[src/sv/dtss_pkg.sv]
`timescale 1ns / 1ps
// ----------------------------------------------------------------------------
// dtss_pkg: DMA transfer size splitter package
// Limits, widths and the microcode table of the split search sequencer.
// ----------------------------------------------------------------------------
package dtss_pkg;

    localparam int MAX_MICROBLOCK = 65535;
    localparam int MAX_BLOCKS     = 4096;

    localparam int N_W     = 28;                           // transfer_count
    localparam int LEN_W   = 16;                           // microblock_len
    localparam int CNT_W   = 12;                           // block_count_minus_one
    localparam int LIM_W   = $clog2(MAX_MICROBLOCK + 1);   // candidate / divisor
    localparam int BLK_W   = $clog2(MAX_BLOCKS + 1);
    localparam int CMP_W   = LIM_W + BLK_W + N_W;          // room for cand * blocks
    localparam int DIV_CNT_W = $clog2(N_W + 1);
    localparam int STEP_W  = 4;

    // datapath action of one control word
    typedef enum logic [3:0] {
        ACT_NONE,
        ACT_LOAD_IN,
        ACT_DIV_CAND,
        ACT_DIV_N,
        ACT_DIV_STEP,
        ACT_TAKE_CAND,
        ACT_INC_I,
        ACT_SET_SINGLE,
        ACT_SET_SPLIT,
        ACT_SET_UNSUP,
        ACT_EMIT
    } t_act;

    // jump condition: taken means go to target, else fall through
    typedef enum logic [2:0] {
        COND_NEVER,
        COND_ALWAYS,
        COND_NO_IN,
        COND_SMALL,
        COND_DIV_BUSY,
        COND_CAND_FAIL,
        COND_NOT_FIT,
        COND_OUT_BUSY
    } t_cond;

    typedef struct packed {
        t_act              act;
        t_cond             cond;
        logic [STEP_W-1:0] target;
    } t_uword;

    localparam logic [STEP_W-1:0] STEP_IDLE   = 4'd0;
    localparam logic [STEP_W-1:0] STEP_CAND   = 4'd2;
    localparam logic [STEP_W-1:0] STEP_CWAIT  = 4'd3;
    localparam logic [STEP_W-1:0] STEP_NWAIT  = 4'd7;
    localparam logic [STEP_W-1:0] STEP_SINGLE = 4'd10;
    localparam logic [STEP_W-1:0] STEP_UNSUP  = 4'd11;
    localparam logic [STEP_W-1:0] STEP_EMIT   = 4'd12;

    function automatic t_uword f_ucode(input logic [STEP_W-1:0] step);
        t_uword w;
        w = '{act: ACT_NONE, cond: COND_ALWAYS, target: STEP_IDLE};
        case (step)
            4'd0:  w = '{act: ACT_LOAD_IN,    cond: COND_NO_IN,     target: STEP_IDLE};
            4'd1:  w = '{act: ACT_NONE,       cond: COND_SMALL,     target: STEP_SINGLE};
            4'd2:  w = '{act: ACT_DIV_CAND,   cond: COND_NEVER,     target: STEP_IDLE};
            4'd3:  w = '{act: ACT_DIV_STEP,   cond: COND_DIV_BUSY,  target: STEP_CWAIT};
            4'd4:  w = '{act: ACT_TAKE_CAND,  cond: COND_NEVER,     target: STEP_IDLE};
            4'd5:  w = '{act: ACT_NONE,       cond: COND_CAND_FAIL, target: STEP_UNSUP};
            4'd6:  w = '{act: ACT_DIV_N,      cond: COND_NEVER,     target: STEP_IDLE};
            4'd7:  w = '{act: ACT_DIV_STEP,   cond: COND_DIV_BUSY,  target: STEP_NWAIT};
            4'd8:  w = '{act: ACT_INC_I,      cond: COND_NOT_FIT,   target: STEP_CAND};
            4'd9:  w = '{act: ACT_SET_SPLIT,  cond: COND_ALWAYS,    target: STEP_EMIT};
            4'd10: w = '{act: ACT_SET_SINGLE, cond: COND_ALWAYS,    target: STEP_EMIT};
            4'd11: w = '{act: ACT_SET_UNSUP,  cond: COND_NEVER,     target: STEP_IDLE};
            4'd12: w = '{act: ACT_EMIT,       cond: COND_OUT_BUSY,  target: STEP_EMIT};
            4'd13: w = '{act: ACT_NONE,       cond: COND_ALWAYS,    target: STEP_IDLE};
            default: w = '{act: ACT_NONE,     cond: COND_ALWAYS,    target: STEP_IDLE};
        endcase
        return w;
    endfunction

endpackage

[src/sv/dma_transfer_size_splitter_top.sv]
`timescale 1ns / 1ps
// ----------------------------------------------------------------------------
// dma_transfer_size_splitter_top: DMA transfer size splitter
// Splits a transfer length into a microblock length and block count by a
// microcoded search over candidate sizes limit/i, sharing one serial divider.
// ----------------------------------------------------------------------------
// channel   direction  handshake           payload
// input     in         i_valid / o_stall   i_transfer_count
// result    out        o_valid / i_stall   o_split_mode, o_microblock_len,
//                                          o_block_count_minus_one, o_unsupported
//
// A length up to the microblock limit goes straight to a single result; a
// longer one tries candidates in turn, each with two serial restoring
// divisions (limit/i, then length/candidate), and is split by the first that
// divides it exactly into at most the block limit of blocks. The search gives
// up once the candidate is zero, i reaches the limit or candidate * block
// limit falls below the length. Reset (synchronous, active low) clears the
// step counter and output valid. A result held by i_stall keeps o_stall high
// until it loads; the next transfer is taken after that, back at idle.
// ----------------------------------------------------------------------------
module dma_transfer_size_splitter_top (
    input  logic                         i_clk,
    input  logic                         i_rst_n,
    input  logic                         i_valid,
    output logic                         o_stall,
    input  logic [dtss_pkg::N_W-1:0]     i_transfer_count,
    output logic                         o_valid,
    input  logic                         i_stall,
    output logic                         o_split_mode,
    output logic [dtss_pkg::LEN_W-1:0]   o_microblock_len,
    output logic [dtss_pkg::CNT_W-1:0]   o_block_count_minus_one,
    output logic                         o_unsupported
);

    localparam int N_W   = dtss_pkg::N_W;
    localparam int LIM_W = dtss_pkg::LIM_W;
    localparam int CMP_W = dtss_pkg::CMP_W;
    localparam int DCW   = dtss_pkg::DIV_CNT_W;

    localparam logic [N_W-1:0]   LIMIT_N   = N_W'(dtss_pkg::MAX_MICROBLOCK);
    localparam logic [LIM_W-1:0] LIMIT_L   = LIM_W'(dtss_pkg::MAX_MICROBLOCK);
    localparam logic [N_W-1:0]   BLOCKS_N  = N_W'(dtss_pkg::MAX_BLOCKS);
    localparam logic [CMP_W-1:0] BLOCKS_C  = CMP_W'(dtss_pkg::MAX_BLOCKS);
    localparam logic [DCW-1:0]   DIV_STEPS = DCW'(N_W);

    logic [dtss_pkg::STEP_W-1:0] r_step, n_step;
    dtss_pkg::t_uword            w_uw;
    logic                        w_cond;
    logic                        w_in_acc;
    logic                        w_out_free;

    logic [N_W-1:0]   r_n;
    logic [LIM_W-1:0] r_i;
    logic [LIM_W-1:0] r_cand;

    // serial restoring divider
    logic [N_W-1:0]   r_quo;
    logic [LIM_W-1:0] r_rem;
    logic [LIM_W-1:0] r_den;
    logic [DCW-1:0]   r_div_cnt;
    logic [LIM_W:0]   w_rem_sh;
    logic             w_sub_ok;
    logic [LIM_W:0]   w_rem_sub;

    logic [CMP_W-1:0] w_cand_cap;
    logic [N_W-1:0]   w_blocks_m1;

    logic                               r_res_split;
    logic [dtss_pkg::LEN_W-1:0]         r_res_len;
    logic [dtss_pkg::CNT_W-1:0]         r_res_cnt;
    logic                               r_res_unsup;
    logic                               r_out_valid;

    assign w_uw       = dtss_pkg::f_ucode(r_step);
    assign o_stall    = (r_step != dtss_pkg::STEP_IDLE);
    assign w_in_acc   = i_valid && !o_stall;
    assign w_out_free = !r_out_valid || !i_stall;

    assign w_rem_sh   = {r_rem, r_quo[N_W-1]};
    assign w_sub_ok   = (w_rem_sh >= {1'b0, r_den});
    assign w_rem_sub  = w_rem_sh - {1'b0, r_den};

    assign w_cand_cap  = CMP_W'(r_cand) * BLOCKS_C;
    assign w_blocks_m1 = r_quo - N_W'(1);

    always_comb begin
        case (w_uw.cond)
            dtss_pkg::COND_NEVER:     w_cond = 1'b0;
            dtss_pkg::COND_ALWAYS:    w_cond = 1'b1;
            dtss_pkg::COND_NO_IN:     w_cond = !w_in_acc;
            dtss_pkg::COND_SMALL:     w_cond = (r_n <= LIMIT_N);
            dtss_pkg::COND_DIV_BUSY:  w_cond = (r_div_cnt != DCW'(1));
            dtss_pkg::COND_CAND_FAIL: w_cond = (r_cand == '0) || (r_i >= LIMIT_L)
                                             || (CMP_W'(r_n) > w_cand_cap);
            dtss_pkg::COND_NOT_FIT:   w_cond = (r_rem != '0) || (r_quo > BLOCKS_N);
            dtss_pkg::COND_OUT_BUSY:  w_cond = !w_out_free;
            default:                  w_cond = 1'b0;
        endcase
    end

    assign n_step = w_cond ? w_uw.target : r_step + dtss_pkg::STEP_W'(1);

    always_ff @(posedge i_clk) begin
        if (!i_rst_n) begin
            r_step <= dtss_pkg::STEP_IDLE;
        end else begin
            r_step <= n_step;
        end
    end

    // datapath
    always_ff @(posedge i_clk) begin
        case (w_uw.act)
            dtss_pkg::ACT_LOAD_IN: begin
                if (w_in_acc) begin
                    r_n <= i_transfer_count;
                    r_i <= LIM_W'(2);
                end
            end
            dtss_pkg::ACT_DIV_CAND: begin
                r_quo     <= LIMIT_N;
                r_rem     <= '0;
                r_den     <= r_i;
                r_div_cnt <= DIV_STEPS;
            end
            dtss_pkg::ACT_DIV_N: begin
                r_quo     <= r_n;
                r_rem     <= '0;
                r_den     <= r_cand;
                r_div_cnt <= DIV_STEPS;
            end
            dtss_pkg::ACT_DIV_STEP: begin
                r_rem     <= w_sub_ok ? w_rem_sub[LIM_W-1:0] : w_rem_sh[LIM_W-1:0];
                r_quo     <= {r_quo[N_W-2:0], w_sub_ok};
                r_div_cnt <= r_div_cnt - DCW'(1);
            end
            dtss_pkg::ACT_TAKE_CAND: begin
                r_cand <= r_quo[LIM_W-1:0];
            end
            dtss_pkg::ACT_INC_I: begin
                r_i <= r_i + LIM_W'(1);
            end
            dtss_pkg::ACT_SET_SINGLE: begin
                r_res_split <= 1'b0;
                r_res_len   <= r_n[dtss_pkg::LEN_W-1:0];
                r_res_cnt   <= '0;
                r_res_unsup <= 1'b0;
            end
            dtss_pkg::ACT_SET_SPLIT: begin
                r_res_split <= 1'b1;
                r_res_len   <= dtss_pkg::LEN_W'(r_cand);
                r_res_cnt   <= w_blocks_m1[dtss_pkg::CNT_W-1:0];
                r_res_unsup <= 1'b0;
            end
            dtss_pkg::ACT_SET_UNSUP: begin
                r_res_split <= 1'b0;
                r_res_len   <= '0;
                r_res_cnt   <= '0;
                r_res_unsup <= 1'b1;
            end
            default: begin
            end
        endcase
    end

    // output register: load on emit when free, drop valid once transferred
    always_ff @(posedge i_clk) begin
        if (!i_rst_n) begin
            r_out_valid <= 1'b0;
        end else if (w_uw.act == dtss_pkg::ACT_EMIT && w_out_free) begin
            r_out_valid <= 1'b1;
        end else if (!i_stall) begin
            r_out_valid <= 1'b0;
        end
    end

    always_ff @(posedge i_clk) begin
        if (w_uw.act == dtss_pkg::ACT_EMIT && w_out_free) begin
            o_split_mode            <= r_res_split;
            o_microblock_len        <= r_res_len;
            o_block_count_minus_one <= r_res_cnt;
            o_unsupported           <= r_res_unsup;
        end
    end

    assign o_valid = r_out_valid;

endmodule
[config.mk]
export PLATFORM = sky130hd
export DESIGN_NAME = dma_transfer_size_splitter_top
export DESIGN_NICKNAME = d
export VERILOG_FILES = /design/src/sv/dtss_pkg.sv /design/src/sv/dma_transfer_size_splitter_top.sv
export SDC_FILE = /design/constraint.sdc
export NUM_CORES = 1
export LEC_CHECK = 0
export ABC_AREA = 1
export ABC_CLOCK_PERIOD_IN_PS = 5500
export BUFFER_PORTS_ARGS = -buffer_cell sky130_fd_sc_hd__clkbuf_2
export CORE_UTILIZATION = 35
export CTS_BUF_LIST = sky130_fd_sc_hd__clkbuf_8
export CTS_CLUSTER_DIAMETER = 80
export DETAILED_ROUTE_END_ITERATION = 8
export PLACE_DENSITY = 0.52
export SETUP_SLACK_MARGIN = 0.4
export SLEW_MARGIN = 30
export SYNTH_ARGS = -nofsm -noshare
export SYNTH_HDL_FRONTEND = slang
export SYNTH_SLANG_ARGS = --single-unit
export TNS_END_PERCENT = 1
[constraint.sdc]
create_clock -name i_clk -period 5.5 [get_ports i_clk]
set_clock_uncertainty 0.05 [all_clocks]
set_input_delay 0.275 -clock i_clk [delete_from_list [all_inputs] [get_ports i_clk]]
set_output_delay 0.275 -clock i_clk [all_outputs]
set_load 0.005 [all_outputs]
# --- Word level (Yosys, flattened, before mapping) ---
# Memories as Yosys holds them, arrays and structs flattened. A register that Yosys moved wholly into a read port is not among the register bits.
# Cells that the tools add are included.
totals:
  regBits: 190
  romBits: 176
  in_bits: 32
  output_inout_bits: 32
  n_memories: 1
memory_table:
  columns: ["name", "depth", "word_bits", "rd", "rd_ports_with_merged_regs", "write_ports", "line_no", "source"]
  rows:
  - ["(name not given)", 16, 11, 1, 1, 0, "dtss_pkg.sv:64", "case (step)"]
op_classes:
  n_addsub: 5
  order_cmp: 5
  eq_ne: 20
  mux: 16
  n_reduce_logical: 27
op_table:
  columns: ["op", "count"]
  rows:
  - ["$pmux 16 s2", 3]
  - ["$pmux 28 s3", 1]
  - ["$pmux 16 s3", 1]
  - ["$mux 16", 2]
  - ["$gt 28x13->1 const B", 1]
  - ["$gt 28x28->1", 1]
  - ["$le 28x16->1 const B", 1]
  - ["$pmux 12 s2", 1]
  - ["$ge 17x16->1", 1]
  - ["$add 16x1->16 const B", 1]
  - ["$eq 4x3->1 const B", 4]
  - ["$ge 16x16->1 const B", 1]
  - ["$logic_not 16->1", 1]
  - ["$reduce_bool 16->1", 1]
  - ["$sub 16x16->16", 1]
  - ["$eq 3x3->1 const B", 4]
  - ["$eq 4x4->1 const B", 3]
  - ["$sub 12x1->12 const B", 1]
  - ["$pmux 5 s2", 1]
  - ["$reduce_bool 2->1", 5]
  - ["$eq 4x2->1 const B", 2]
  - ["$mux 4", 2]
  - ["$pmux 1 s8", 1]
  - ["$eq 3x2->1 const B", 2]
  - ["other kinds (17)", 31]

# --- Depth between registers and ports, before layout ---
logic_depth:
  ltp_word: 7
  depth_mapped: 24
  mapped_depth_nobuf: 24

# --- Worst setup path before layout ---
# No wires, ideal clock.
synth_timing:
  path_kind: "register -> register"
  startpoint: "reg w_uw[9] (netlist name)"
  endpoint: "reg r_div_cnt[0], enable pin"
  setup_time_ns: 0.523
  arrival_ns: 3.952
  required_time_ns: 4.927
  setup_slack_ns: 0.974
  stages_incl_launch_ff: 4
  n_path_buf: 0
  synth_period_minus_slack_ns: 4.526
  path_cell_list: "dfxtp_1 -> nor2_1 -> inv_1 -> o21ai_0"
synth_between:
  elab_chain_len: 3
  elab_cells_between_ends: 5
  classes_between: "3 x eq/ne; 2 x reduce/logical"
synth_lines:
  columns: ["element", "line_no", "source"]
  rows:
  - ["$eq 4x2->1", "dma_transfer_size_splitter_top.sv:113", "case (w_uw.act)"]
  - ["$reduce_or 2->1 (no line)", null, null]
  - ["$reduce_bool 2->1 (no line) (*)", null, null]
  - ["to (signal assigned)", "dma_transfer_size_splitter_top.sv:135", "r_div_cnt <= r_div_cnt - DCW'(1);"]
  - ["to (decl)", "dma_transfer_size_splitter_top.sv:60", "logic [DCW-1:0] r_div_cnt;"]
# Mark *: on every way between the ends. The rest lies on a longest branch, timed or not.
# A chain may end at the register's enable or synchronous reset.

# --- Worst setup path in the final report ---
layout_timing:
  startpoint: "reg r_rem[1]"
  endpoint: "reg r_rem[11] (data pin)"
layout_between:
  elab_chain_len: 3
  elab_cells_between_ends: 4
  classes_between: "1 x add/sub; 1 x order compare; 2 x mux"
layout_lines:
  columns: ["element", "line_no", "source"]
  rows:
  - ["from (decl)", "dma_transfer_size_splitter_top.sv:58", "logic [LIM_W-1:0] r_rem;"]
  - ["from (signal assigned)", "dma_transfer_size_splitter_top.sv:133", "r_rem <= w_sub_ok ? w_rem_sub[LIM_W-1:0] : w_rem_sh[LIM_W-1:0];"]
  - ["$sub 16x16->16 / $ge 17x16->1 (equally long branches)", "dma_transfer_size_splitter_top.sv:81, dma_transfer_size_splitter_top.sv:80", null]
  - ["$mux 16 (*)", "dma_transfer_size_splitter_top.sv:133", null]
  - ["$pmux 16 s2 (*)", "dma_transfer_size_splitter_top.sv:113", null]
# Marked as above.

==> results by stage <==
Timing:
- Based on the critical path, the design can be clocked at up to 340 MHz.
- For the final routed database, the setup TNS stands at 0 ps.
- The worst hold margin is 103 ps.
- The number of endpoints with negative hold slack in the final report came to 0.
- The fraction of the cycle the final worst path needs is 53.5%.
- The shortest period the worst path allows is 2940 ps.
- For the pin with the worst max-slew slack, the measured transition is 923 ps.
- The final count of negative-setup-slack endpoints is 0.
- Setup repair after global routing left no endpoint under its margin.
- The count of final max-slew check failures is 0.
- The relative slew slack is 38.3%.

Clock network:
- After clock tree synthesis, the clock-pin slew on the worst setup and hold paths is 60 ps.
- Counting the buffers created by CTS gives 37.
- CTS saw 201 sinks.
- TritonCTS built the clock tree.
- The post-CTS setup buffer count is 0.
- In this run the deepest clock path goes through 3 buffers.
- In this run, post-CTS hold repair placed 28 buffers.
- The total number of H-tree levels is 2.
- The cell chosen for the clock root is clkbuf_8.
- Post-CTS repair changed the size of 0 cells.
- The clock insertion delay at the later pin of the skew report is 520 ps.

Die:
- The floorplan core area is 27000 um2.
- The floorplan has 60 rows.
- The die outline area is 28200 um2.
- The die outline width is 168 um.
- During I/O placement, the number of pins put on the boundary was 64.
- The die is 168 um tall.
- The initial core utilization is 35.7%.

Drt:
- After detailed routing, the number of vias per cell comes to 4.91.
- In this run, the number of DRC markers left after iteration 0 of detailed routing was 524.
- The residual DRC count is 0.
- After detailed routing, the total wire length is 23.6 mm.
- Dividing the detail-routed wire length by the instance count gives 16.7 um.
- The first-pass detailed-route iteration total is 5.
- Once detail routing completed, the nets flagged for antenna violations numbered 0.
- The via total after detailed routing is 6935.

Yosys:
- Ranked by total cell area, the synthesized netlist is headed by edfxtp_1, nand2_1, ha_1.
- After synthesis the cells add up to 9630 um2.
- The number of flops mapped to enable cells by yosys is 185.
- Synthesis instantiated 42 different standard cells from the library.
- The most area-hungry cell type in the Yosys netlist is edfxtp_1.
- The proportion of netlist area held by the largest area contributor is 57.7%.
- The commonest cells after synthesis are edfxtp_1, nand2_1, inv_1, nor2_1, o21ai_0.
- In the synthesized netlist the dominant register cell turns out to be edfxtp_1.
- The number of instances in the synthesized netlist is 918.
- Counting flops with an async set or reset pin after synthesis yields a share of 0%.
- The number of warnings printed during yosys synthesis is 0.
- The mean instance size in the synthesized netlist is 10.5 um2.
- The most used standard cell by instance count after synthesis is edfxtp_1.
- The number of nets handed over by synthesis was 994.
- The post-synthesis register bit count is 201.
- The sequential element share of the synthesized area is 61.0%.

Global routing:
- The number of global-route vias before repair is 6717.
- Entering global routing, the biggest net connects 43 pins.
- The first global-routing pass estimated 36.6 mm of wire.
- The initial antenna violation count was 0.
- The global-route usage over all layers is 17.0%.
- The total overflow left after global routing is 0.

Hold path:
- The worst-case hold path end point is o_valid.
- The beginning of the worst hold path is i_stall.
- Counting instances, the worst hold path has a depth of 3.
- The path type of the worst min-delay path is input port to flip-flop.

Setup path:
- Of all nets on the critical path, the largest fanout is 32.
- The kind of critical path is flip-flop to flip-flop.
- The most common cell type on the critical path is nand2_1.
- The worst setup path is launched from a flip-flop.
- The number of buffers and inverters on the critical path is 0.
- In this design, the stage delay of the slowest critical-path cell is 530 ps.
- In this design, the largest share of critical-path delay is due to simple AND/OR/NAND/NOR gates.
- The required time at the endpoint of the critical path is 5680 ps.
- The slowest stage of the critical path is the nand2_1 cell.
- The path depth of the worst reg2reg path is 13.
- The register-to-register setup slack is 2560 ps.
- The startpoint identified for the worst register-to-register timing path is r_rem[1].
- Traced cell by cell, the critical path runs through ha_1 > a21oi_1 > nand2_1 > nand2_1 > nand2_1 > nand3_1 > o2111ai_1 > nand2_1 > nand2_1 > nand2_1 > nand2_1 > o21ai_0 > a21oi_1.
- The nature of the critical path endpoint is a flip-flop.
- The endpoint identified for the worst register-to-register timing path is r_rem[11].
- The data arrival at the endpoint of the critical path is 3120 ps.

Pwr:
- For this design the ratio of total power to cell area is 518 nW/um2.
- Summed over all cells, the static leakage comes to 4.68 nW.
- The worst-case vdd ir drop is 0.000242 V.

Layout:
- The number of antenna diodes is 0.
- The growth of design area from synthesis to finish is 18.6%.
- The layout filler cell count is 2552.
- The fraction of final layout cells sized beyond drive strength 1 is 14.4%.
- The area occupied by registers is 5880 um2.
- The area of combinational cells with multiple inputs is 3180 um2.
- The layout net count is 1117.

Outcome:
- The run finished with clean final reports.

Placement:
- The placed wire-length estimate is 17.0 mm.
- The number of buffers inserted by port buffering is 63.
- The final weighted congestion in routability-driven placement is 0.868.

Flow run:
- The number of maximum-capacitance constraint violations is 0.
worst max path at each step:
stage             start      endpoint  slack (ps)  cells past startpoint
3_3_place_gp   r_rem[1]      r_rem[2]        2590                     13
2_1_floorplan   w_uw[9]  r_div_cnt[0]         970                      3
4_1_cts        r_rem[1]     r_rem[11]        2480                     13
5_1_grt        r_rem[1]      r_rem[4]        2210                     13
3_5_place_dp   r_rem[1]      r_rem[3]        2490                     13
6_report       r_rem[1]     r_rem[11]        2560                     13
routing by layer:
metal | vias to the layer above | wire length [um] | GRT usage [%]
li1 | 3411 | - | -
met1 | 3273 | 11400 | 24.6
met2 | 217 | 10200 | 25.5
met3 | 34 | 1640 | 3.74
met4 | 0 | 406 | 4.99
met5 | - | 0 | 0
kinds of logic after synthesis:
group	count (synthesis)	share of synthesized area, %
flip-flops	201	61.0
AND/OR/NAND/NOR	335	15.9
adder cells (fa/ha/maj)	44	5.80
AO/OA/AOI/OAI	165	9.58
buffers and inverters	157	6.21
XOR/XNOR	16	1.46
report_power, final:
| group | internal [mW] | switching (mW) |
|---|---|---|
| logic | 0.670 | 1.39 |
| clock network | 0.757 | 0.613 |
| registers | 2.24 | 0.247 |
| total | 3.67 | 2.25 |
layout by cell type (no fill, tap or decap), types with 3 or more instances in the layout:
cell / count
edfxtp_1: 185
nand2_1: 165
inv_1: 153
nor2_1: 77
o21ai_0: 66
clkbuf_2: 63
a21oi_1: 48
ha_1: 43
clkbuf_8: 43
dlygate4sd3_1: 28
nand3_1: 26
nand4_1: 18
o211ai_1: 16
dfxtp_1: 16
nor3_1: 15
o22ai_1: 14
xnor2_1: 9
buf_4: 8
o21ai_1: 7
xor2_1: 7
nand2_2: 6
clkinv_1: 6
nor2_4: 5
nor2_2: 4
nor4_1: 4
nand2_4: 4
a21o_1: 3
nand3_2: 3
a31oi_1: 3
layout make-up:
class,instances,share of cell area [%]
Sequential cell,201,51.4
Timing Repair Buffer,100,5.98
Multi-Input combinational cell,560,27.9
Clock inverter,25,1.11
Tap cell,341,3.74
Inverter,141,4.68
Clock buffer,43,5.18
through the flow:
step,instances,total power [mW],setup WS [ps],utilization (%),instance area (um2)
2_1_floorplan,918,3.97,974,-,9630
3_3_place_gp,1314,4.56,2590,38.6,10400
3_5_place_dp,1315,4.57,2490,38.7,10400
4_1_cts,1411,5.97,2480,42.4,11400
5_1_grt,1411,6.35,2210,42.4,11400
6_report,1411,5.92,2560,42.4,11400
worst reg2reg max path, stage by stage (launching register included):
cell and delay, ps:
edfxtp_1 410, ha_1 360, a21oi_1 140, nand2_1 100, nand2_1 70, nand2_1 90
nand3_1 90, o2111ai_1 140, nand2_1 110, nand2_1 50, nand2_1 70, nand2_1 530
o21ai_0 380, a21oi_1 80
sequential cells by signal (all words and copies together), names as in the netlist, 4 cells and up:
signal / flops
r_n: 28
r_res_cnt: 12
r_i: 16
r_den: 16
r_quo: 28
r_rem: 16
r_res_len: 16
w_uw: 11
r_div_cnt: 5
r_step: 4
o_microblock_len: 16
r_cand: 16
o_block_count_minus_one: 12
Power figures use the tool's default switching activity.
